File: src/hdl/epd_pkg.sv
// Shared constants, register codes and types for the echo presence detector.
package epd_pkg;

	localparam int COUNT_BITS_DEF   = 16;
	localparam int CONFIRM_BITS_DEF = 3;

	localparam int WIDTH_W    = 16;
	localparam int DIST_W     = 11;
	localparam int LIMIT_W    = 3;
	localparam int CFG_IDX_W  = 2;
	localparam int CFG_DATA_W = 16;

	localparam logic [CFG_IDX_W-1:0] REG_MAX_WAIT      = 2'd0;
	localparam logic [CFG_IDX_W-1:0] REG_MAX_WIDTH     = 2'd1;
	localparam logic [CFG_IDX_W-1:0] REG_NEAR_LIMIT    = 2'd2;
	localparam logic [CFG_IDX_W-1:0] REG_CONFIRM_LIMIT = 2'd3;

	localparam logic [WIDTH_W-1:0] MAX_WAIT_RST      = 16'd10000;
	localparam logic [WIDTH_W-1:0] MAX_WIDTH_RST     = 16'd36000;
	localparam logic [DIST_W-1:0]  NEAR_LIMIT_RST    = 11'd150;
	localparam logic [LIMIT_W-1:0] CONFIRM_LIMIT_RST = 3'd5;

	// microseconds per centimetre of range
	localparam int CM_DIVISOR = 58;
	localparam int REM_W      = 6;

	typedef struct packed {
		logic [WIDTH_W-1:0] max_wait;
		logic [WIDTH_W-1:0] max_width;
		logic [DIST_W-1:0]  near_limit;
		logic [LIMIT_W-1:0] confirm_limit;
	} cfg_t;

	typedef struct packed {
		logic               done;
		logic [WIDTH_W-1:0] width;
		logic [WIDTH_W-1:0] wait_time;
		logic               wait_to;
		logic               width_to;
		logic [DIST_W-1:0]  range_cm;
	} meas_t;

	typedef struct packed {
		logic [WIDTH_W-1:0] echo_width_us;
		logic [WIDTH_W-1:0] wait_time_us;
		logic               wait_timeout;
		logic               width_timeout;
		logic [DIST_W-1:0]  distance_cm;
		logic               near;
		logic [LIMIT_W-1:0] confirm_count;
		logic               present;
		logic               report;
	} res_t;

endpackage

File: src/hdl/epd_if.sv
// Channel interfaces: input item, result and configuration write.
interface epd_item_if;
	logic valid;
	logic ready;
	logic req_type;
	logic echo_level;

	modport source (output valid, output req_type, output echo_level, input ready);
	modport sink (input valid, input req_type, input echo_level, output ready);
endinterface

interface epd_result_if;
	import epd_pkg::*;
	logic               valid;
	logic               ready;
	logic [WIDTH_W-1:0] echo_width_us;
	logic [WIDTH_W-1:0] wait_time_us;
	logic               wait_timeout;
	logic               width_timeout;
	logic [DIST_W-1:0]  distance_cm;
	logic               near;
	logic [LIMIT_W-1:0] confirm_count;
	logic               present;
	logic               report;

	modport source (output valid, output echo_width_us, output wait_time_us,
		output wait_timeout, output width_timeout, output distance_cm, output near,
		output confirm_count, output present, output report, input ready);
	modport sink (input valid, input echo_width_us, input wait_time_us,
		input wait_timeout, input width_timeout, input distance_cm, input near,
		input confirm_count, input present, input report, output ready);
endinterface

interface epd_cfg_if;
	import epd_pkg::*;
	logic                  valid;
	logic                  ready;
	logic [CFG_IDX_W-1:0]  index;
	logic [CFG_DATA_W-1:0] data;

	modport source (output valid, output index, output data, input ready);
	modport sink (input valid, input index, input data, output ready);
endinterface

File: src/hdl/epd_cfg_regs.sv
// Configuration register bank.
module epd_cfg_regs (
	input  logic          clk,
	input  logic          arst_n,
	epd_cfg_if.sink       cfg,
	output epd_pkg::cfg_t regs
);
	import epd_pkg::*;

	cfg_t regs_q;

	assign cfg.ready = 1'b1;
	assign regs      = regs_q;

	always_ff @(posedge clk or negedge arst_n) begin
		if (!arst_n) begin
			regs_q.max_wait      <= MAX_WAIT_RST;
			regs_q.max_width     <= MAX_WIDTH_RST;
			regs_q.near_limit    <= NEAR_LIMIT_RST;
			regs_q.confirm_limit <= CONFIRM_LIMIT_RST;
		end else if (cfg.valid) begin
			unique case (cfg.index)
				REG_MAX_WAIT:      regs_q.max_wait      <= cfg.data;
				REG_MAX_WIDTH:     regs_q.max_width     <= cfg.data;
				REG_NEAR_LIMIT:    regs_q.near_limit    <= cfg.data[DIST_W-1:0];
				REG_CONFIRM_LIMIT: regs_q.confirm_limit <= cfg.data[LIMIT_W-1:0];
			endcase
		end
	end

endmodule

File: src/hdl/epd_measure.sv
// Input register and echo wait/width timing with running centimetre count.
module epd_measure #(
	parameter int COUNT_BITS = epd_pkg::COUNT_BITS_DEF
) (
	input  logic           clk,
	input  logic           arst_n,
	epd_item_if.sink       item,
	input  epd_pkg::cfg_t  regs,
	input  logic           out_free,
	output epd_pkg::meas_t meas
);
	import epd_pkg::*;

	localparam int EXT_W = (COUNT_BITS > WIDTH_W) ? COUNT_BITS : WIDTH_W;
	localparam logic [REM_W-1:0] REM_LAST = REM_W'(CM_DIVISOR - 1);

	localparam logic [1:0] PH_IDLE  = 2'd0;
	localparam logic [1:0] PH_WAIT  = 2'd1;
	localparam logic [1:0] PH_WIDTH = 2'd2;

	logic                  valid_s1;
	logic                  req_s1;
	logic                  level_s1;
	logic [1:0]            phase_q, phase_n;
	logic [COUNT_BITS-1:0] cnt_q, cnt_n, base_cnt, cnt_inc;
	logic [REM_W-1:0]      rem_q, rem_n, base_rem, rem_inc;
	logic [DIST_W-1:0]     quot_q, quot_n, base_quot, quot_inc;
	logic [WIDTH_W-1:0]    wait_hold_q, wait_hold_n;
	logic                  rising;
	logic                  wait_hit;
	logic                  width_hit;
	logic                  finish;
	logic                  adv;
	meas_t                 res;

	// rising edge restarts the count from zero
	assign rising    = (phase_q == PH_WAIT) && level_s1;
	assign base_cnt  = rising ? '0 : cnt_q;
	assign base_rem  = rising ? '0 : rem_q;
	assign base_quot = rising ? '0 : quot_q;

	always_comb begin
		cnt_inc  = base_cnt;
		rem_inc  = base_rem;
		quot_inc = base_quot;
		if (!(&base_cnt)) begin
			cnt_inc = base_cnt + 1'b1;
			if (base_rem == REM_LAST) begin
				rem_inc = '0;
				if (!(&base_quot))
					quot_inc = base_quot + 1'b1;
			end else begin
				rem_inc = base_rem + 1'b1;
			end
		end
	end

	assign wait_hit  = EXT_W'(cnt_inc) >= EXT_W'(regs.max_wait);
	assign width_hit = EXT_W'(cnt_inc) >= EXT_W'(regs.max_width);

	always_comb begin
		phase_n       = phase_q;
		cnt_n         = cnt_q;
		rem_n         = rem_q;
		quot_n        = quot_q;
		wait_hold_n   = wait_hold_q;
		finish        = 1'b0;
		res           = '0;
		res.width     = WIDTH_W'(EXT_W'(cnt_inc));
		res.wait_time = wait_hold_q;
		res.range_cm  = quot_inc;
		if (req_s1) begin
			phase_n     = PH_WAIT;
			cnt_n       = '0;
			rem_n       = '0;
			quot_n      = '0;
			wait_hold_n = '0;
		end else begin
			unique case (phase_q)
				PH_WAIT: begin
					cnt_n  = cnt_inc;
					rem_n  = rem_inc;
					quot_n = quot_inc;
					if (!level_s1) begin
						if (wait_hit) begin
							finish        = 1'b1;
							res.wait_to   = 1'b1;
							res.wait_time = WIDTH_W'(EXT_W'(cnt_inc));
							phase_n       = PH_IDLE;
						end
					end else begin
						wait_hold_n   = WIDTH_W'(EXT_W'(cnt_q));
						res.wait_time = WIDTH_W'(EXT_W'(cnt_q));
						phase_n       = PH_WIDTH;
						if (width_hit) begin
							finish       = 1'b1;
							res.width_to = 1'b1;
							phase_n      = PH_IDLE;
						end
					end
				end
				PH_WIDTH: begin
					if (level_s1) begin
						cnt_n  = cnt_inc;
						rem_n  = rem_inc;
						quot_n = quot_inc;
						if (width_hit) begin
							finish       = 1'b1;
							res.width_to = 1'b1;
							phase_n      = PH_IDLE;
						end
					end else begin
						finish       = 1'b1;
						res.width    = WIDTH_W'(EXT_W'(cnt_q));
						res.range_cm = quot_q;
						phase_n      = PH_IDLE;
					end
				end
				default: ;
			endcase
		end
	end

	// a word with no result moves on even while the output stalls
	assign adv        = valid_s1 && (!finish || out_free);
	assign item.ready = !valid_s1 || adv;

	always_comb begin
		meas      = res;
		meas.done = valid_s1 && finish && out_free;
	end

	always_ff @(posedge clk or negedge arst_n) begin
		if (!arst_n) begin
			valid_s1 <= 1'b0;
		end else if (item.ready) begin
			valid_s1 <= item.valid;
		end
	end

	always_ff @(posedge clk) begin
		if (item.valid && item.ready) begin
			req_s1   <= item.req_type;
			level_s1 <= item.echo_level;
		end
	end

	always_ff @(posedge clk or negedge arst_n) begin
		if (!arst_n) begin
			phase_q     <= PH_IDLE;
			cnt_q       <= '0;
			rem_q       <= '0;
			quot_q      <= '0;
			wait_hold_q <= '0;
		end else if (adv) begin
			phase_q     <= phase_n;
			cnt_q       <= cnt_n;
			rem_q       <= rem_n;
			quot_q      <= quot_n;
			wait_hold_q <= wait_hold_n;
		end
	end

	a_start_arms: assert property (@(posedge clk) disable iff (!arst_n)
		adv && req_s1 |=> phase_q == PH_WAIT && cnt_q == '0 && quot_q == '0)
		else $error("start did not arm a fresh measurement");

	a_rem_range: assert property (@(posedge clk) disable iff (!arst_n)
		rem_q <= REM_LAST)
		else $error("centimetre remainder out of range");

	a_width_nonzero: assert property (@(posedge clk) disable iff (!arst_n)
		phase_q == PH_WIDTH |-> cnt_q != '0)
		else $error("width phase with empty count");

endmodule

File: src/hdl/epd_confirm.sv
// Near classification, presence confirmation and the result register.
module epd_confirm #(
	parameter int CONFIRM_BITS = epd_pkg::CONFIRM_BITS_DEF
) (
	input  logic           clk,
	input  logic           arst_n,
	input  epd_pkg::meas_t meas,
	input  epd_pkg::cfg_t  regs,
	epd_result_if.source   result,
	output logic           out_free
);
	import epd_pkg::*;

	localparam int CMP_W = (CONFIRM_BITS > LIMIT_W) ? CONFIRM_BITS : LIMIT_W;

	logic [CONFIRM_BITS-1:0] confirm_q, confirm_n;
	logic                    present_q, present_n;
	logic                    out_valid_q;
	res_t                    res_q;
	logic                    near;
	logic                    rep;
	logic [CMP_W-1:0]        lim;

	assign near = meas.range_cm <= regs.near_limit;
	assign lim  = CMP_W'(regs.confirm_limit);

	always_comb begin
		confirm_n = confirm_q;
		present_n = present_q;
		rep       = 1'b0;
		if (near) begin
			if ((CMP_W'(confirm_q) < lim) && !(&confirm_q)) begin
				confirm_n = confirm_q + 1'b1;
				if (CMP_W'(confirm_n) == lim) begin
					present_n = 1'b1;
					rep       = !present_q;
				end
			end
		end else if (confirm_q != '0) begin
			confirm_n = confirm_q - 1'b1;
			if (confirm_n == '0)
				present_n = 1'b0;
		end
	end

	assign out_free = !out_valid_q || result.ready;

	always_ff @(posedge clk or negedge arst_n) begin
		if (!arst_n) begin
			confirm_q   <= '0;
			present_q   <= 1'b0;
			out_valid_q <= 1'b0;
		end else begin
			if (out_free)
				out_valid_q <= meas.done;
			if (meas.done) begin
				confirm_q <= confirm_n;
				present_q <= present_n;
			end
		end
	end

	always_ff @(posedge clk) begin
		if (meas.done) begin
			res_q.echo_width_us <= meas.width;
			res_q.wait_time_us  <= meas.wait_time;
			res_q.wait_timeout  <= meas.wait_to;
			res_q.width_timeout <= meas.width_to;
			res_q.distance_cm   <= meas.range_cm;
			res_q.near          <= near;
			res_q.confirm_count <= LIMIT_W'(CMP_W'(confirm_n));
			res_q.present       <= present_n;
			res_q.report        <= rep;
		end
	end

	assign result.valid         = out_valid_q;
	assign result.echo_width_us = res_q.echo_width_us;
	assign result.wait_time_us  = res_q.wait_time_us;
	assign result.wait_timeout  = res_q.wait_timeout;
	assign result.width_timeout = res_q.width_timeout;
	assign result.distance_cm   = res_q.distance_cm;
	assign result.near          = res_q.near;
	assign result.confirm_count = res_q.confirm_count;
	assign result.present       = res_q.present;
	assign result.report        = res_q.report;

	a_report_present: assert property (@(posedge clk) disable iff (!arst_n)
		result.valid && result.report |-> result.present)
		else $error("report without presence");

	a_present_count: assert property (@(posedge clk) disable iff (!arst_n)
		present_q |-> confirm_q != '0)
		else $error("presence held with empty confirm counter");

	a_present_cause: assert property (@(posedge clk) disable iff (!arst_n)
		$rose(present_q) |-> $past(meas.done))
		else $error("presence set without a finished measurement");

endmodule

File: src/hdl/echo_presence_detector.sv
// Top level of the ultrasonic echo presence detector.
//
// item channel: one word per microsecond tick carrying the sampled echo
// level, or a start word that arms a new measurement (dropping any running
// one). Ticks while no measurement is armed are ignored.
// result channel: one word per finished measurement with width, wait time,
// timeout flags, distance in cm, near flag and the presence state.
// cfg channel: register writes (wait limit, width limit, near limit,
// confirm limit), always ready; write only while no measurement runs.
// Throughput: one item word per cycle while no result is held up. The tick
// that ends a measurement enters the input register when accepted; its
// result word then goes to the result register once free. Distance is a
// running count beside the microsecond counter, so no divider is needed.
// Reset: registers take their default limits, measurement and presence
// state clear, no result is pending.
// A stalled receiver holds the result register; ticks that give no result
// keep flowing, and input ready drops only when a second result is due.
module echo_presence_detector #(
	parameter int COUNT_BITS   = epd_pkg::COUNT_BITS_DEF,
	parameter int CONFIRM_BITS = epd_pkg::CONFIRM_BITS_DEF
) (
	input logic          clk,
	input logic          arst_n,
	epd_item_if.sink     item,
	epd_result_if.source result,
	epd_cfg_if.sink      cfg
);
	import epd_pkg::*;

	cfg_t  regs;
	meas_t meas;
	logic  out_free;

	epd_cfg_regs u_cfg_regs (
		.clk    (clk),
		.arst_n (arst_n),
		.cfg    (cfg),
		.regs   (regs)
	);

	epd_measure #(
		.COUNT_BITS (COUNT_BITS)
	) u_measure (
		.clk      (clk),
		.arst_n   (arst_n),
		.item     (item),
		.regs     (regs),
		.out_free (out_free),
		.meas     (meas)
	);

	epd_confirm #(
		.CONFIRM_BITS (CONFIRM_BITS)
	) u_confirm (
		.clk      (clk),
		.arst_n   (arst_n),
		.meas     (meas),
		.regs     (regs),
		.result   (result),
		.out_free (out_free)
	);

endmodule

File: src/flat_wrapper.sv
// flat-port wrapper written by rule: the top's interface ports become plain ports
module echo_presence_detector_flat import epd_pkg::*;
#(
	parameter int COUNT_BITS   = epd_pkg::COUNT_BITS_DEF,
	parameter int CONFIRM_BITS = epd_pkg::CONFIRM_BITS_DEF
)
  (clk, arst_n, item_valid, item_req_type, item_echo_level, item_ready, result_valid, result_echo_width_us, result_wait_time_us, result_wait_timeout, result_width_timeout, result_distance_cm, result_near, result_confirm_count, result_present, result_report, result_ready, cfg_valid, cfg_index, cfg_data, cfg_ready);
  epd_item_if item_i ();
  epd_result_if result_i ();
  epd_cfg_if cfg_i ();
  input logic clk;
  input logic arst_n;
  input wire logic [$bits(item_i.valid)-1:0] item_valid;
  input wire logic [$bits(item_i.req_type)-1:0] item_req_type;
  input wire logic [$bits(item_i.echo_level)-1:0] item_echo_level;
  output wire logic [$bits(item_i.ready)-1:0] item_ready;
  output wire logic [$bits(result_i.valid)-1:0] result_valid;
  output wire logic [$bits(result_i.echo_width_us)-1:0] result_echo_width_us;
  output wire logic [$bits(result_i.wait_time_us)-1:0] result_wait_time_us;
  output wire logic [$bits(result_i.wait_timeout)-1:0] result_wait_timeout;
  output wire logic [$bits(result_i.width_timeout)-1:0] result_width_timeout;
  output wire logic [$bits(result_i.distance_cm)-1:0] result_distance_cm;
  output wire logic [$bits(result_i.near)-1:0] result_near;
  output wire logic [$bits(result_i.confirm_count)-1:0] result_confirm_count;
  output wire logic [$bits(result_i.present)-1:0] result_present;
  output wire logic [$bits(result_i.report)-1:0] result_report;
  input wire logic [$bits(result_i.ready)-1:0] result_ready;
  input wire logic [$bits(cfg_i.valid)-1:0] cfg_valid;
  input wire logic [$bits(cfg_i.index)-1:0] cfg_index;
  input wire logic [$bits(cfg_i.data)-1:0] cfg_data;
  output wire logic [$bits(cfg_i.ready)-1:0] cfg_ready;
  assign item_i.valid = item_valid;
  assign item_i.req_type = item_req_type;
  assign item_i.echo_level = item_echo_level;
  assign item_ready = item_i.ready;
  assign result_valid = result_i.valid;
  assign result_echo_width_us = result_i.echo_width_us;
  assign result_wait_time_us = result_i.wait_time_us;
  assign result_wait_timeout = result_i.wait_timeout;
  assign result_width_timeout = result_i.width_timeout;
  assign result_distance_cm = result_i.distance_cm;
  assign result_near = result_i.near;
  assign result_confirm_count = result_i.confirm_count;
  assign result_present = result_i.present;
  assign result_report = result_i.report;
  assign result_i.ready = result_ready;
  assign cfg_i.valid = cfg_valid;
  assign cfg_i.index = cfg_index;
  assign cfg_i.data = cfg_data;
  assign cfg_ready = cfg_i.ready;
  echo_presence_detector #(.COUNT_BITS(COUNT_BITS), .CONFIRM_BITS(CONFIRM_BITS)) u_core (.clk(clk), .arst_n(arst_n), .item(item_i), .result(result_i), .cfg(cfg_i));
endmodule
File: config.mk
export PLATFORM = sky130hd
export DESIGN_NAME = echo_presence_detector_flat
export DESIGN_NICKNAME = d
export VERILOG_FILES = /design/src/hdl/epd_pkg.sv /design/src/hdl/epd_if.sv /design/src/hdl/epd_cfg_regs.sv /design/src/hdl/epd_measure.sv /design/src/hdl/epd_confirm.sv /design/src/hdl/echo_presence_detector.sv /design/src/flat_wrapper.sv
export SDC_FILE = /design/constraint.sdc
export NUM_CORES = 1
export LEC_CHECK = 0
export ABC_AREA = 0
export BUFFER_PORTS_ARGS = -buffer_cell sky130_fd_sc_hd__buf_2
export CAP_MARGIN = 20
export CORE_MARGIN = 5
export CORE_UTILIZATION = 65
export CTS_BUF_LIST = sky130_fd_sc_hd__clkbuf_16
export DETAILED_ROUTE_END_ITERATION = 6
export MAX_ROUTING_LAYER = met4
export PLACE_DENSITY = 0.89
export SYNTH_ARGS = -nofsm -noshare
export SYNTH_HDL_FRONTEND = slang
export SYNTH_SLANG_ARGS = --single-unit
export TNS_END_PERCENT = 100
File: constraint.sdc
create_clock -name clk -period 12 [get_ports clk]
set_clock_uncertainty 0.1 [all_clocks]
set_input_delay 1.2 -clock clk [delete_from_list [all_inputs] [get_ports clk]]
set_output_delay 1.2 -clock clk [all_outputs]
set_load 0.005 [all_outputs]
Word-level counts from Yosys, hierarchy flattened. Index checks and enable logic that the tools add are counted.

Equal/unequal tests: 10. Reductions and logical operators: 35. Add/sub/neg operators: 5. Order comparisons: 4. Multiplexer cells: 51. Bitwise operators: 3.

Operators by type and width (number): 16-bit 2-to-1 mux (9); 11-bit 2-to-1 mux (7); 45-bit 2-to-1 mux (1); 17-bit 2-to-1 mux (2); 16-bit >= comparator (2); 16-bit one-hot mux with 2 select lines (1); 6-bit 2-to-1 mux (5); 11-bit one-hot mux with 2 select lines (1); 16-bit by 1-bit adder with 16-bit output (second input constant) (1); 16-bit AND reduction (1); 1-bit 2-to-1 mux (13); 2-bit 2-to-1 mux (6); 6-bit one-hot mux with 2 select lines (1); 3-bit AND reduction (4); 11-bit by 1-bit adder with 11-bit output (second input constant) (1); 11-bit <= comparator (1); 11-bit AND reduction (1); 2-bit AND reduction (5); 3-bit 2-to-1 mux (3); 4-bit != test (second input constant) (2); 6-bit by 1-bit adder with 6-bit output (second input constant) (1); 2-bit == test (second input constant) (3); 6-bit == test (second input constant) (1); 1-bit logical AND (6); 18 further kinds (30).

Logic and storage cells: 132. Register bits: 156. Input port bits: 25.

Depth between registers and ports, before layout. Gate-level depths: netlist (run 1).

Depth after elaboration: 15. Mapped depth: 26.

Hierarchy. From an unflattened synthesis (run 1), not the netlist that was laid out.

Cells, all modules: 896. Area total of the unflattened synthesis: 9011.1 µm².

Modules (own cells, without submodules): epd_measure (cells each 633, area an instance 4797.1 µm², times used 1, seq. area each 1361.3 µm²); epd_confirm (cells each 162, area an instance 2441.1 µm², times used 1, seq. area each 1656.6 µm²); epd_cfg_regs (cells each 101, area an instance 1773.0 µm², times used 1, seq. area each 1171.1 µm²).

Worst setup path before layout (run 1). No wires, ideal clock.

Path kind: flip-flop to flip-flop. Start: register u_core.u_measure.phase_q[0]. End: register u_core.u_confirm.confirm_q[0]. Setup time: 0.129 ns. Period minus slack after synthesis: 6.045 ns. Stages on the path, launching flop included: 23. Path slack: 5.955 ns. Arrival: 5.816 ns. Data required time: 11.771 ns. Path buffers: 3. Path through: dfrtp_1 ha_1 buf_2 nand2_1 and2_1 ha_1 and2_1 nand4_1 nand2b_1 buf_2 and3_1 xnor2_1 or2_2 inv_1 ha_1 nand4_1 nor4_1 a32oi_1 a31oi_1 o211a_1 clkbuf_1 o21ai_0 xnor2_1.

RTL lines: start, declared (line epd_measure.sv:24) `logic [1:0] phase_q, phase_n;`; start signal, assigned (line epd_measure.sv:156) `phase_q <= phase_n;`; end signal, assigned (line epd_confirm.sv:57) `confirm_q <= confirm_n;`; end, declared (line epd_confirm.sv:16) `logic [CONFIRM_BITS-1:0] confirm_q, confirm_n;`.

Final worst setup path (run 1).
Start: register u_core.u_measure.level_s1. End: output item_ready.

Cells in the longest elaborated chain, start to end: 13.

RTL lines: start, declared (line epd_measure.sv:23) `logic level_s1;`; start signal, assigned (line epd_measure.sv:144) `level_s1 <= item.echo_level;`; 1-bit logical AND (line epd_measure.sv:37) `assign rising = (phase_q == PH_WAIT) && level_s1;`; 16-bit 2-to-1 mux (line epd_measure.sv:38) `assign base_cnt = rising ? '0 : cnt_q;`; 16-bit by 1-bit adder with 16-bit output or 16-bit AND reduction (tied branches) (line epd_measure.sv:47, epd_measure.sv:46); 16-bit 2-to-1 mux (line epd_measure.sv:46) `if (!(&base_cnt)) begin`; 16-bit >= comparator, on equally long branches (line epd_measure.sv:59, epd_measure.sv:58); 1-bit 2-to-1 mux, on equally long branches (line epd_measure.sv:95, epd_measure.sv:107, epd_measure.sv:85); 1-bit 2-to-1 mux, on equally long branches (line epd_measure.sv:103, epd_measure.sv:84); 1-bit one-hot mux with 2 select lines (*) (line epd_measure.sv:79) `unique case (phase_q)`; 1-bit 2-to-1 mux (*) (line epd_measure.sv:72) `if (req_s1) begin`; 1-bit logical NOT (*) (line epd_measure.sv:125) `assign adv = valid_s1 && (!finish || out_free);`; 1-bit logical OR (*) (line epd_measure.sv:125); 1-bit logical AND (*) (line epd_measure.sv:125); 1-bit logical OR (*) (line epd_measure.sv:126) `assign item.ready = !valid_s1 || adv;`; end, declared (line flat_wrapper.sv:16) `output wire logic [$bits(item_i.ready)-1:0] item_ready;`.

Every way passes the cells marked *; elsewhere a longest branch is shown, timed or not.

==> metrics, run 1 <==
status complete, no violations; H-tree depth 4; Placer Congestion 0.9212; Synth Warn # 0; die span in y 127.2 um; Placement Rows 42; port bufs 77; n_diodes 0; largest area contributor in the netlist dfrtp_1; setup ws final 4798 ps; global-route wire length before repair 36.81 mm; Clock Path Buffers 2; RSZ-0062 raised after global routing false; Cell Pwr Density 140.8 mW/mm^2; grt ovf 0; starting density of the core 66.84%; share of post-route cells with drive strength above 1 22.28%; Synth top area share 24.40%; Slew Viols, Final 0; synthesized area 0.008921 sq mm; Die Area 0.01617 sq mm; WS Path Type reg -> out; P_int 990.1 uW; worst hold path type reg -> reg; Initial DRC Count 738; CP Data Arrival Time 5900 ps; later-pin clock latency in the skew report 440 ps; Psw 410.6 uW; Fillers 907; worst ir drop on vdd 0.1258 mV; FF+latch count, synth 156; Place WS 5396 ps; Hold Buf Count CTS 0; Reg power frac 45.1%; Sw Ratio 29.31%; Final setup viols 0; initial antenna violation count 0; sequential area share after synthesis 46.96%; Synth area leaders dfrtp_1 (24%), edfxtp_1 (18%), ha_1 (8.0%); Horiz. Die Dim 127.2 um; CTS root buf clkbuf_16; DRT antenna net count 0; maxcap violations 0; Clock transition at path regs 60 ps; vias in the first global route 7018; setup TNS 0 ps; final wirelength 22.55 mm; nets 1007; Num CTS Buffers 17; postcts setup bufs 0; clk sink count 156; Post-Syn Nets 950; vias per std cell 6.430; io pins 79; core area 0.01335 sq mm; largest net degree at the start of global routing 68; Top FF cell, synth dfrtp_1; Async S/R FF share, synth 66.03%; drt first pass iters 6; TritonCTS clock tree built; post_cts resized 0; wire per inst 20.24 um; Pleak 4.517 nW; total track usage 29.62%; Final Critical Period 7202 ps; DRC errors left 0; Worst setup SP type flop; Post-synth EDFFs 53; Worst slew margin 35.28%; Worst EP required 10700 ps; Detail Placement HPWL 15.33 mm; area grow syn2layout 11.54%; Final Hold Vio Count 0; total vias in the final route 7163; worst-path fanout max 26; fmax 138.8 MHz; CP endpoint kind primary output; count of cell types in the netlist 75; final period utilization 60.02%; Clock power frac 36.8%; post-synthesis cell count 868; Mapped Avg Cell Area 10.28 sq um; Worst-Margin Slew 964.2 ps; combinational group share of total power 18.2%
[routing by layer]
layer	GRT usage [%]	wire, um	part of all wire (%)	vias up
li1	-	-	-	3269
met1	37.90	9087	40	3448
met2	46.61	10820	48	386
met3	8.055	2137	9.5	60
met4	8.959	507	2.2	0
met5	-	0	0	-
[stage by stage]
stage	cell area [sq um]	std cells	power (mW)	hold WS, ps	util [%]
finish	9951	1114	1.401	404.1	74.55
global route	9951	1114	1.463	424.4	74.55
CTS	9943	1113	1.396	406.8	74.49
detailed placement	9382	1081	0.8845	393.2	70.29
global placement	9382	1081	0.8709	388.7	70.29
floorplan	8921	868	0.8118	371.3	-
[flip-flops by register name, indices dropped and copies added (netlist names)]
name                                   flops
u_core.u_confirm.confirm_q                 3
u_core.u_measure.req_s1                    1
u_core.u_confirm.result.echo_width_us     16
u_core.u_confirm.result.confirm_count      3
u_core.u_measure.quot_q                   11
u_core.u_confirm.result.wait_timeout       1
u_core.u_confirm.present_q                 1
u_core.u_measure.phase_q                   2
u_core.u_confirm.result.width_timeout      1
u_core.u_measure.wait_hold_q              16
u_core.u_confirm.result.valid              1
u_core.u_measure.valid_s1                  1
u_core.u_confirm.result.distance_cm       11
u_core.u_confirm.result.report             1
u_core.u_measure.rem_q                     6
u_core.u_confirm.result.present            1
u_core.u_cfg_regs.regs                    46
u_core.u_confirm.result.wait_time_us      16
u_core.u_measure.level_s1                  1
u_core.u_confirm.result.near               1
u_core.u_measure.cnt_q                    16
[worst max-delay path, stage by stage (launching register included)]
cell and delay, ps:
edfxtp_1 750, nand2_1 650, and2_1 420, ha_1 230
and2_1 180, nand4_1 270, o2111ai_2 310, nor2_1 220
xnor2_1 90, or2_2 320, inv_1 170, ha_1 170
nand4_1 120, nor4_1 360, a32oi_1 180, a31oi_1 340
o2111ai_1 190, or2_2 360, buf_2 140
[placed cells by master (no fill, tap or decap), types with 12 or more instances in the layout]
| cell type | instances |
|---|---|
| a21oi_1 | 30 |
| a22o_1 | 30 |
| a31oi_1 | 21 |
| and2_1 | 12 |
| buf_2 | 76 |
| clkbuf_16 | 19 |
| dfrtp_1 | 87 |
| dfstp_2 | 16 |
| edfxtp_1 | 53 |
| ha_1 | 57 |
| inv_1 | 72 |
| mux2_2 | 51 |
| nand2_1 | 76 |
| nand3_1 | 19 |
| nand4_1 | 13 |
| nor2_1 | 36 |
| nor2b_1 | 20 |
| nor3_1 | 12 |
| o21ai_0 | 63 |
[final timing paths]
check	start	to	slack, ps	cells past startpoint
worst max-delay path	u_core.u_measure.level_s1	item_ready	4800	18
worst min-delay path	u_core.u_cfg_regs.regs[27]	u_core.u_cfg_regs.regs[27]	400	1
worst max register to register	u_core.u_measure.level_s1	u_core.u_measure.rem_q[0]	5250	15
worst min register to register	u_core.u_cfg_regs.regs[27]	u_core.u_cfg_regs.regs[27]	400	1
max in group asynchronous	arst_n	u_core.u_measure.wait_hold_q[7]	9960	2
min in group asynchronous	arst_n	u_core.u_confirm.confirm_q[0]	610	1
[cells by family (layout without fill, tap and decap cells)]
logic type	after synthesis	in the layout	synth area share, %
AO/OA/AOI/OAI	215	215	16.44
XOR/XNOR	16	16	1.571
adder cells (fa/ha/maj)	57	57	7.994
buffers and inverters	120	190	5.428
flip-flops	156	156	46.96
multiplexers	56	56	6.999
other	1	1	0.04204
AND/OR/NAND/NOR	247	247	14.57
[power by group through the flow]
stage                     registers, mW  logic, mW  clock network, mW
after floorplan                   0.630      0.182                  0
after global placement            0.637      0.234                  0
after detailed placement          0.640      0.245                  0
after CTS                         0.630      0.251              0.515
after global routing              0.636      0.284              0.543
final                             0.631      0.254              0.515
[synthesized netlist by cell type (3+ instances only)]
master and number:
nor4_1 4, nor2b_1 20, buf_2 11, o21ai_0 63, a21oi_1 30, and3_1 10, a22o_1 30, a31oi_1 21
a22oi_1 11, clkbuf_1 32, o2bb2ai_1 8, o31ai_1 3, inv_1 72, nand2b_1 10, a32o_1 4, a41oi_1 3
nand3b_1 3, mux2i_1 5, mux2_2 51, ha_1 57, o211ai_1 7, or3_1 5, dfstp_2 16, nand2_1 76
and2_1 12, xnor2_1 11, a211oi_1 4, nand3_1 19, a221o_1 3, nand4_1 13, nor2_1 36, nor3_1 13
xor2_1 5, dfrtp_1 87, edfxtp_1 53, or2_2 9
[cell type report]
class | count | area [sq um] | share of cell area, %
Clock buffer | 19 | 475.5 | 4.778
Clock inverter | 13 | 86.33 | 0.8676
Inverter | 73 | 274.0 | 2.754
Multi-Input combinational cell | 592 | 4258 | 42.79
Sequential cell | 156 | 4189 | 42.10
Tap cell | 176 | 220.2 | 2.213
Timing Repair Buffer | 85 | 447.9 | 4.501
No activity file was read; power rests on OpenSTA's default activity.
==> run 2, diff against run 1 <==
Settings changed: CORE_UTILIZATION 65 to 55, PLACE_DENSITY 0.89 to 0.8.
Clock period 12 ns to 6.25 ns, I/O delays scaled along.
==> run 2 against run 1 <==
Compared with the run above:
- combinational power rose by 93%
- flip-flop and latch count stayed put
- worst hold slack lost 350 ps
- final area rose by 1.9%
- sequential share of layout area down 0.79 points
- via count fell by 2.3%
- clock power grew 100%
- cell count up 4.3%
- critical endpoint unchanged
==> metrics, run 2 (same netlist as run 1, synthesis figures left out) <==
Detail Placement HPWL 15.29 mm (-0.27%); R2R depth 19 (+4); Hold Buf Count CTS 0 (unchanged); Num CTS Buffers 17 (unchanged); n_diodes 0 (unchanged); die span in y 137.4 um (+8.0%); total track usage 24.53% (-5.1 points); final wirelength 21.87 mm (-3.0%); core area 0.01589 sq mm (+19%); critical path's most frequent cell ha_1; later-pin clock latency in the skew report 440 ps (about the same); setup ws final 467.7 ps (-4330 ps); worst-path fanout max 13 (-50%); RSZ-0062 raised after global routing false; Final Critical Period 5782 ps; Clock Path Buffers 2 (unchanged); starting density of the core 56.16% (-11 points); wire per inst 18.82 um (-7.0%); largest net degree at the start of global routing 69 (+1.5%); worst hold path type in -> async; final period utilization 92.52%; total vias in the final route 6996 (-2.3%); clk sink count 156 (unchanged); DRT antenna net count 0 (unchanged); worst path bufs/invs 3 (+1); Placer Congestion 0.9514 (+3.3%); Die Area 0.01887 sq mm (+17%); Clock transition at path regs 60 ps (about the same); CP endpoint kind primary output; Pleak 4.595 nW (+1.7%); share of post-route cells with drive strength above 1 23.26% (+0.97 points); WS Path Type reg -> out; nets 1015 (+0.79%); worst ir drop on vdd 0.1925 mV (+53%); initial antenna violation count 0 (unchanged); port bufs 77 (unchanged); global-route wire length before repair 34.79 mm (-5.5%); area grow syn2layout 13.69%; drt first pass iters 5 (-1); most common cell after layout, fill and taps aside dfrtp_1; commonest non-fill, non-tap cells in the layout dfrtp_1 (87), buf_2 (76), nand2_1 (75); io pins 79 (unchanged); status complete, no violations; maxcap violations 0 (unchanged); Worst EP required 5520 ps (-5180 ps); H-tree depth 4 (unchanged); setup TNS 0 ps (unchanged); fmax 172.9 MHz; Fillers 1304 (+44%); Place WS 606.5 ps (-4790 ps); Cell Pwr Density 270.8 mW/mm^2 (+92%); cells along the critical path inv_1 -> ha_1 -> nand2_2 -> and2_1 -> ha_1 -> and2_1 -> nand4_1 -> o2111ai_4 -> nor3_1 -> xor2_1 -> nand2_1 -> inv_1 -> ha_1 -> nand4_1 -> nor4_1 -> a32oi_1 -> a31oi_1 -> o2111ai_1 -> or2_2 -> buf_2; Critical Path Slowest Stage Cell dfrtp_1; Worst path top cell family by delay simple AND/OR/NAND/NOR gates; Largest register FFs 46 (unchanged); CP Data Arrival Time 5060 ps (-840 ps); Worst setup SP type flop; DRC errors left 0 (unchanged); grt ovf 0 (unchanged); TritonCTS clock tree built; Slew Viols, Final 0 (unchanged); vias per std cell 6.021 (-6.4%); Worst-Margin Slew 937.3 ps (-26.97 ps); CTS root buf clkbuf_16; Final setup viols 0 (unchanged); Initial DRC Count 648 (-12%); reg2reg end u_core.u_confirm.result.confirm_count[1]; vias in the first global route 6750 (-3.8%); Placement Rows 46 (+9.5%); reg2reg start u_core.u_measure.phase_q[1]; Worst slew margin 37.52% (+2.2 points); R2R setup slack 740 ps (-4510 ps); Horiz. Die Dim 137.4 um (+8.0%); Max stage delay on crit path 390 ps (-360 ps); Final Hold Vio Count 0 (unchanged)
==> run 2: timing repair <==
item / in CTS / in global routing
setup buffers: 0 / 1
endpoints found under the setup margin: 0 / 1
hold endpoints to repair: 0 / 0
resized for setup: 0 / 5
==> run 2: worst register-to-register path: cells and delay by family, from the launching register on <==
kind / cells / cell delay, ps
AO/OA/AOI/OAI: 6 / 1770
multiplexers: 1 / 120
AND/OR/NAND/NOR: 7 / 1730
flip-flops: 1 / 390
adder cells (fa/ha/maj): 3 / 900
buffers and inverters: 2 / 260
==> run 2: power breakdown <==
part           leakage [nW]  switching [mW]  total (mW)  internal, mW
Combinational          2.42           0.294       0.491         0.197
Clock                 0.308           0.424        1.04         0.621
Sequential             1.87          0.0553        1.21          1.16
==> run 2: worst max-delay path by stage <==
stage | startpoint | endpoint | slack, ps | cells past startpoint
final | u_core.u_measure.phase_q[1] | item_ready | 470 | 20
after detailed placement | u_core.u_measure.phase_q[0] | item_ready | 610 | 19
after global routing | u_core.u_measure.phase_q[1] | item_ready | 70 | 20
after CTS | u_core.u_measure.phase_q[0] | item_ready | 120 | 19
after floorplan | u_core.u_measure.phase_q[0] | u_core.u_confirm.confirm_q[0] | 210 | 22
after global placement | u_core.u_measure.phase_q[0] | item_ready | 770 | 19
==> run 2: layer usage <==
layer	GRT usage (%)	up-vias	wire (um)
met5	-	-	0
met4	9.479	0	592
met3	4.273	53	1641
met2	37.93	324	10360
met1	32.51	3334	9273
li1	-	3285	-
==> run 2: stage by stage <==
step	area [sq um]	hold WS (ps)	power, mW	util (%)	std cells
after floorplan	8921	229.4	1.559	-	868
after global placement	9504	388.5	1.684	59.83	1129
after detailed placement	9504	394.0	1.705	59.83	1129
after CTS	10110	67.29	2.754	63.64	1161
after global routing	10140	84.60	2.873	63.85	1162
final	10140	58.50	2.747	63.85	1162
==> run 2: area by class of cell <==
class	instances	area [sq um]	share of cell area, %
multi-input combinational	592	4283	42.23
tap	216	270.3	2.665
clock buffer	20	500.5	4.935
timing repair buffer	93	520.5	5.132
inverter	73	274.0	2.702
sequential	156	4189	41.30
clock inverter	12	105.1	1.036
==> run 3, diff against run 2 <==
Settings changed: REMOVE_ABC_BUFFERS set to 1.
==> run 3 against run 2 <==
Compared with the run above:
- global-route usage increased by 0.18 points
- register-to-register slack better by 60 ps
- routed wire length down 0.33%
- via count grew 0.40%
- worst hold slack better by 56 ps
- flip-flop and latch count stayed put
- sequential share of layout area shrank 0.076 points
- clock power is essentially flat
- core utilization rose by 0.12 points
- first-iteration DRC count fell by 28%
- largest power group unchanged
- critical endpoint unchanged
==> metrics, run 3 (same netlist as run 1, synthesis figures left out) <==
status complete, no violations; fmax 172.4 MHz (-0.29%); wire per inst 18.68 um (-0.76%); n_diodes 0 (unchanged); area grow syn2layout 13.90%; clk sink count 156 (unchanged); later-pin clock latency in the skew report 430 ps (about the same); combinational group share of total power 17.8% (about the same); Clock power frac 38.1% (about the same); final period utilization 92.79% (+0.27 points); Placer Congestion 0.9326 (-2.0%); CTS root buf clkbuf_16; share of post-route cells with drive strength above 1 23.76% (+0.51 points); CP Data Arrival Time 5070 ps (about the same); reg2reg start u_core.u_measure.phase_q[1]; vias in the first global route 6718 (-0.47%); DRC errors left 0 (unchanged); Clock transition at path regs 70 ps (about the same); worst hold path type in -> async; Worst path top cell family by delay simple AND/OR/NAND/NOR gates; worst path bufs/invs 3 (unchanged); Worst slew margin 37.77% (+0.25 points); worst-path fanout max 13 (unchanged); P_int 1.956 mW (-0.90%); Num CTS Buffers 17 (unchanged); TritonCTS clock tree built; Final Critical Period 5799 ps (+16.89 ps); Horiz. Die Dim 137.4 um (unchanged); Final setup viols 0 (unchanged); Initial DRC Count 464 (-28%); Final Hold Vio Count 0 (unchanged); die span in y 137.4 um (unchanged); Hold Buf Count CTS 0 (unchanged); CP endpoint kind primary output; port bufs 77 (unchanged); Cell Pwr Density 270.3 mW/mm^2 (-0.21%); drt first pass iters 5 (unchanged); Detail Placement HPWL 15.53 mm (+1.6%); DRT antenna net count 0 (unchanged); io pins 79 (unchanged); RSZ-0062 raised after global routing false; Crit. Startpoint u_core.u_measure.phase_q[1]; Slew Viols, Final 0 (unchanged); global-route wire length before repair 35.11 mm (+0.91%); commonest non-fill, non-tap cells in the layout dfrtp_1 (87), buf_2 (76), nand2_1 (75); core area 0.01589 sq mm (unchanged); Fillers 1285 (-1.5%); Psw 790.1 uW (+2.2%); H-tree depth 4 (unchanged); Worst EP required 5520 ps (about the same); final wirelength 21.80 mm (-0.33%); Critical Path Slowest Stage Cell a211oi_1; critical path's most frequent cell ha_1; Clock Path Buffers 2 (unchanged); Sw Ratio 28.77% (+0.63 points); Worst setup SP type flop; Placement Rows 46 (unchanged); Worst-Margin Slew 933.5 ps (-3.767 ps); most common cell after layout, fill and taps aside dfrtp_1; Pleak 4.605 nW (+0.22%); worst ir drop on vdd 0.2126 mV (+10%); initial antenna violation count 0 (unchanged); Total Power 2.746 mW (about the same); nets 1020 (+0.49%); total track usage 24.72% (+0.18 points); vias per std cell 6.019 (about the same); starting density of the core 56.16% (unchanged); Largest register FFs 46 (unchanged); Die Area 0.01887 sq mm (unchanged); WS Path Type reg -> out; largest net degree at the start of global routing 54 (-22%); total vias in the final route 7024 (+0.40%); Reg power frac 44.1% (about the same); maxcap violations 0 (unchanged); setup TNS 0 ps (unchanged); Max stage delay on crit path 520 ps (+130 ps); cells along the critical path inv_1 -> ha_1 -> nand2_2 -> and2_1 -> ha_1 -> and2_1 -> and3_1 -> nand4_1 -> nor3_1 -> a211oi_1 -> buf_4 -> ha_1 -> nand4_1 -> nor4_1 -> a32oi_1 -> a31oi_2 -> o2111ai_1 -> or2_2 -> buf_2; grt ovf 0 (unchanged); R2R setup slack 800 ps (+60 ps)
[run 3: repair_timing]
item / 4_1_cts / 5_1_grt
endpoints found under the setup margin: 0 / 1
gates resized for setup: 0 / 4
buffers inserted: 0 / 3
[run 3: through the flow]
step	worst slack [ps]	util, %	instance area [sq um]	instances	hold WS (ps)
after floorplan	460.7	-	8711	821	229.4
after global placement	676.1	59.89	9514	1132	387.4
after detailed placement	589.7	59.89	9514	1132	393.3
after CTS	87.47	63.68	10120	1164	128.1
after global routing	132.7	63.97	10160	1167	164.6
final	450.8	63.97	10160	1167	114.0
[run 3: worst reg2reg max path, stage by stage, from the launching register on]
cell      delay [ps]
dfrtp_1          410
inv_1             70
ha_1             320
nand2_2          220
and2_1           260
ha_1             230
and2_1           180
nand4_1          220
buf_4            190
o21a_4           160
and2_4           220
nand3_2          110
o31ai_1          420
ha_1             350
o211ai_1         100
a21oi_1           80
o41ai_1          520
a31oi_1          260
nor2b_1          500
mux2i_1          120
and2_1           180
[run 3: final timing paths]
check                                                            to  cells after the start
max                                                      item_ready                     19
min                                       u_core.u_cfg_regs.regs[3]                      1
max reg2reg                u_core.u_confirm.result.confirm_count[1]                     20
min reg2reg                              u_core.u_cfg_regs.regs[18]                      1
max in group asynchronous                 u_core.u_measure.rem_q[0]                      2
min in group clk                            u_core.u_measure.req_s1                      1
[run 3: power groups by stage]
| stage | Sequential [mW] | Clock (mW) | Combinational [mW] |
|---|---|---|---|
| after floorplan | 1.21 | 0 | 0.334 |
| after global placement | 1.22 | 0 | 0.461 |
| after detailed placement | 1.23 | 0 | 0.475 |
| after CTS | 1.21 | 1.06 | 0.484 |
| after global routing | 1.22 | 1.11 | 0.546 |
| final | 1.21 | 1.05 | 0.488 |
[run 3: area by class of cell]
class                           count  area, sq um  share of cell area [%]
Clock buffer                       19        475.5                   4.679
Clock inverter                     13        126.4                   1.244
Inverter                           73        274.0                   2.697
Multi-Input combinational cell    592         4280                   42.13
Sequential cell                   156         4189                   41.23
Tap cell                          216        270.3                   2.660
Timing Repair Buffer               98        545.5                   5.369
[run 3: routing by layer]
metal	share of wire [%]	wire (um)	vias to the layer above	track usage, %
met5	0	0	-	-
met4	2.0	431	0	7.040
met3	7.2	1577	41	5.515
met2	48	10410	279	38.34
met1	43	9378	3409	32.95
li1	-	-	3295	-
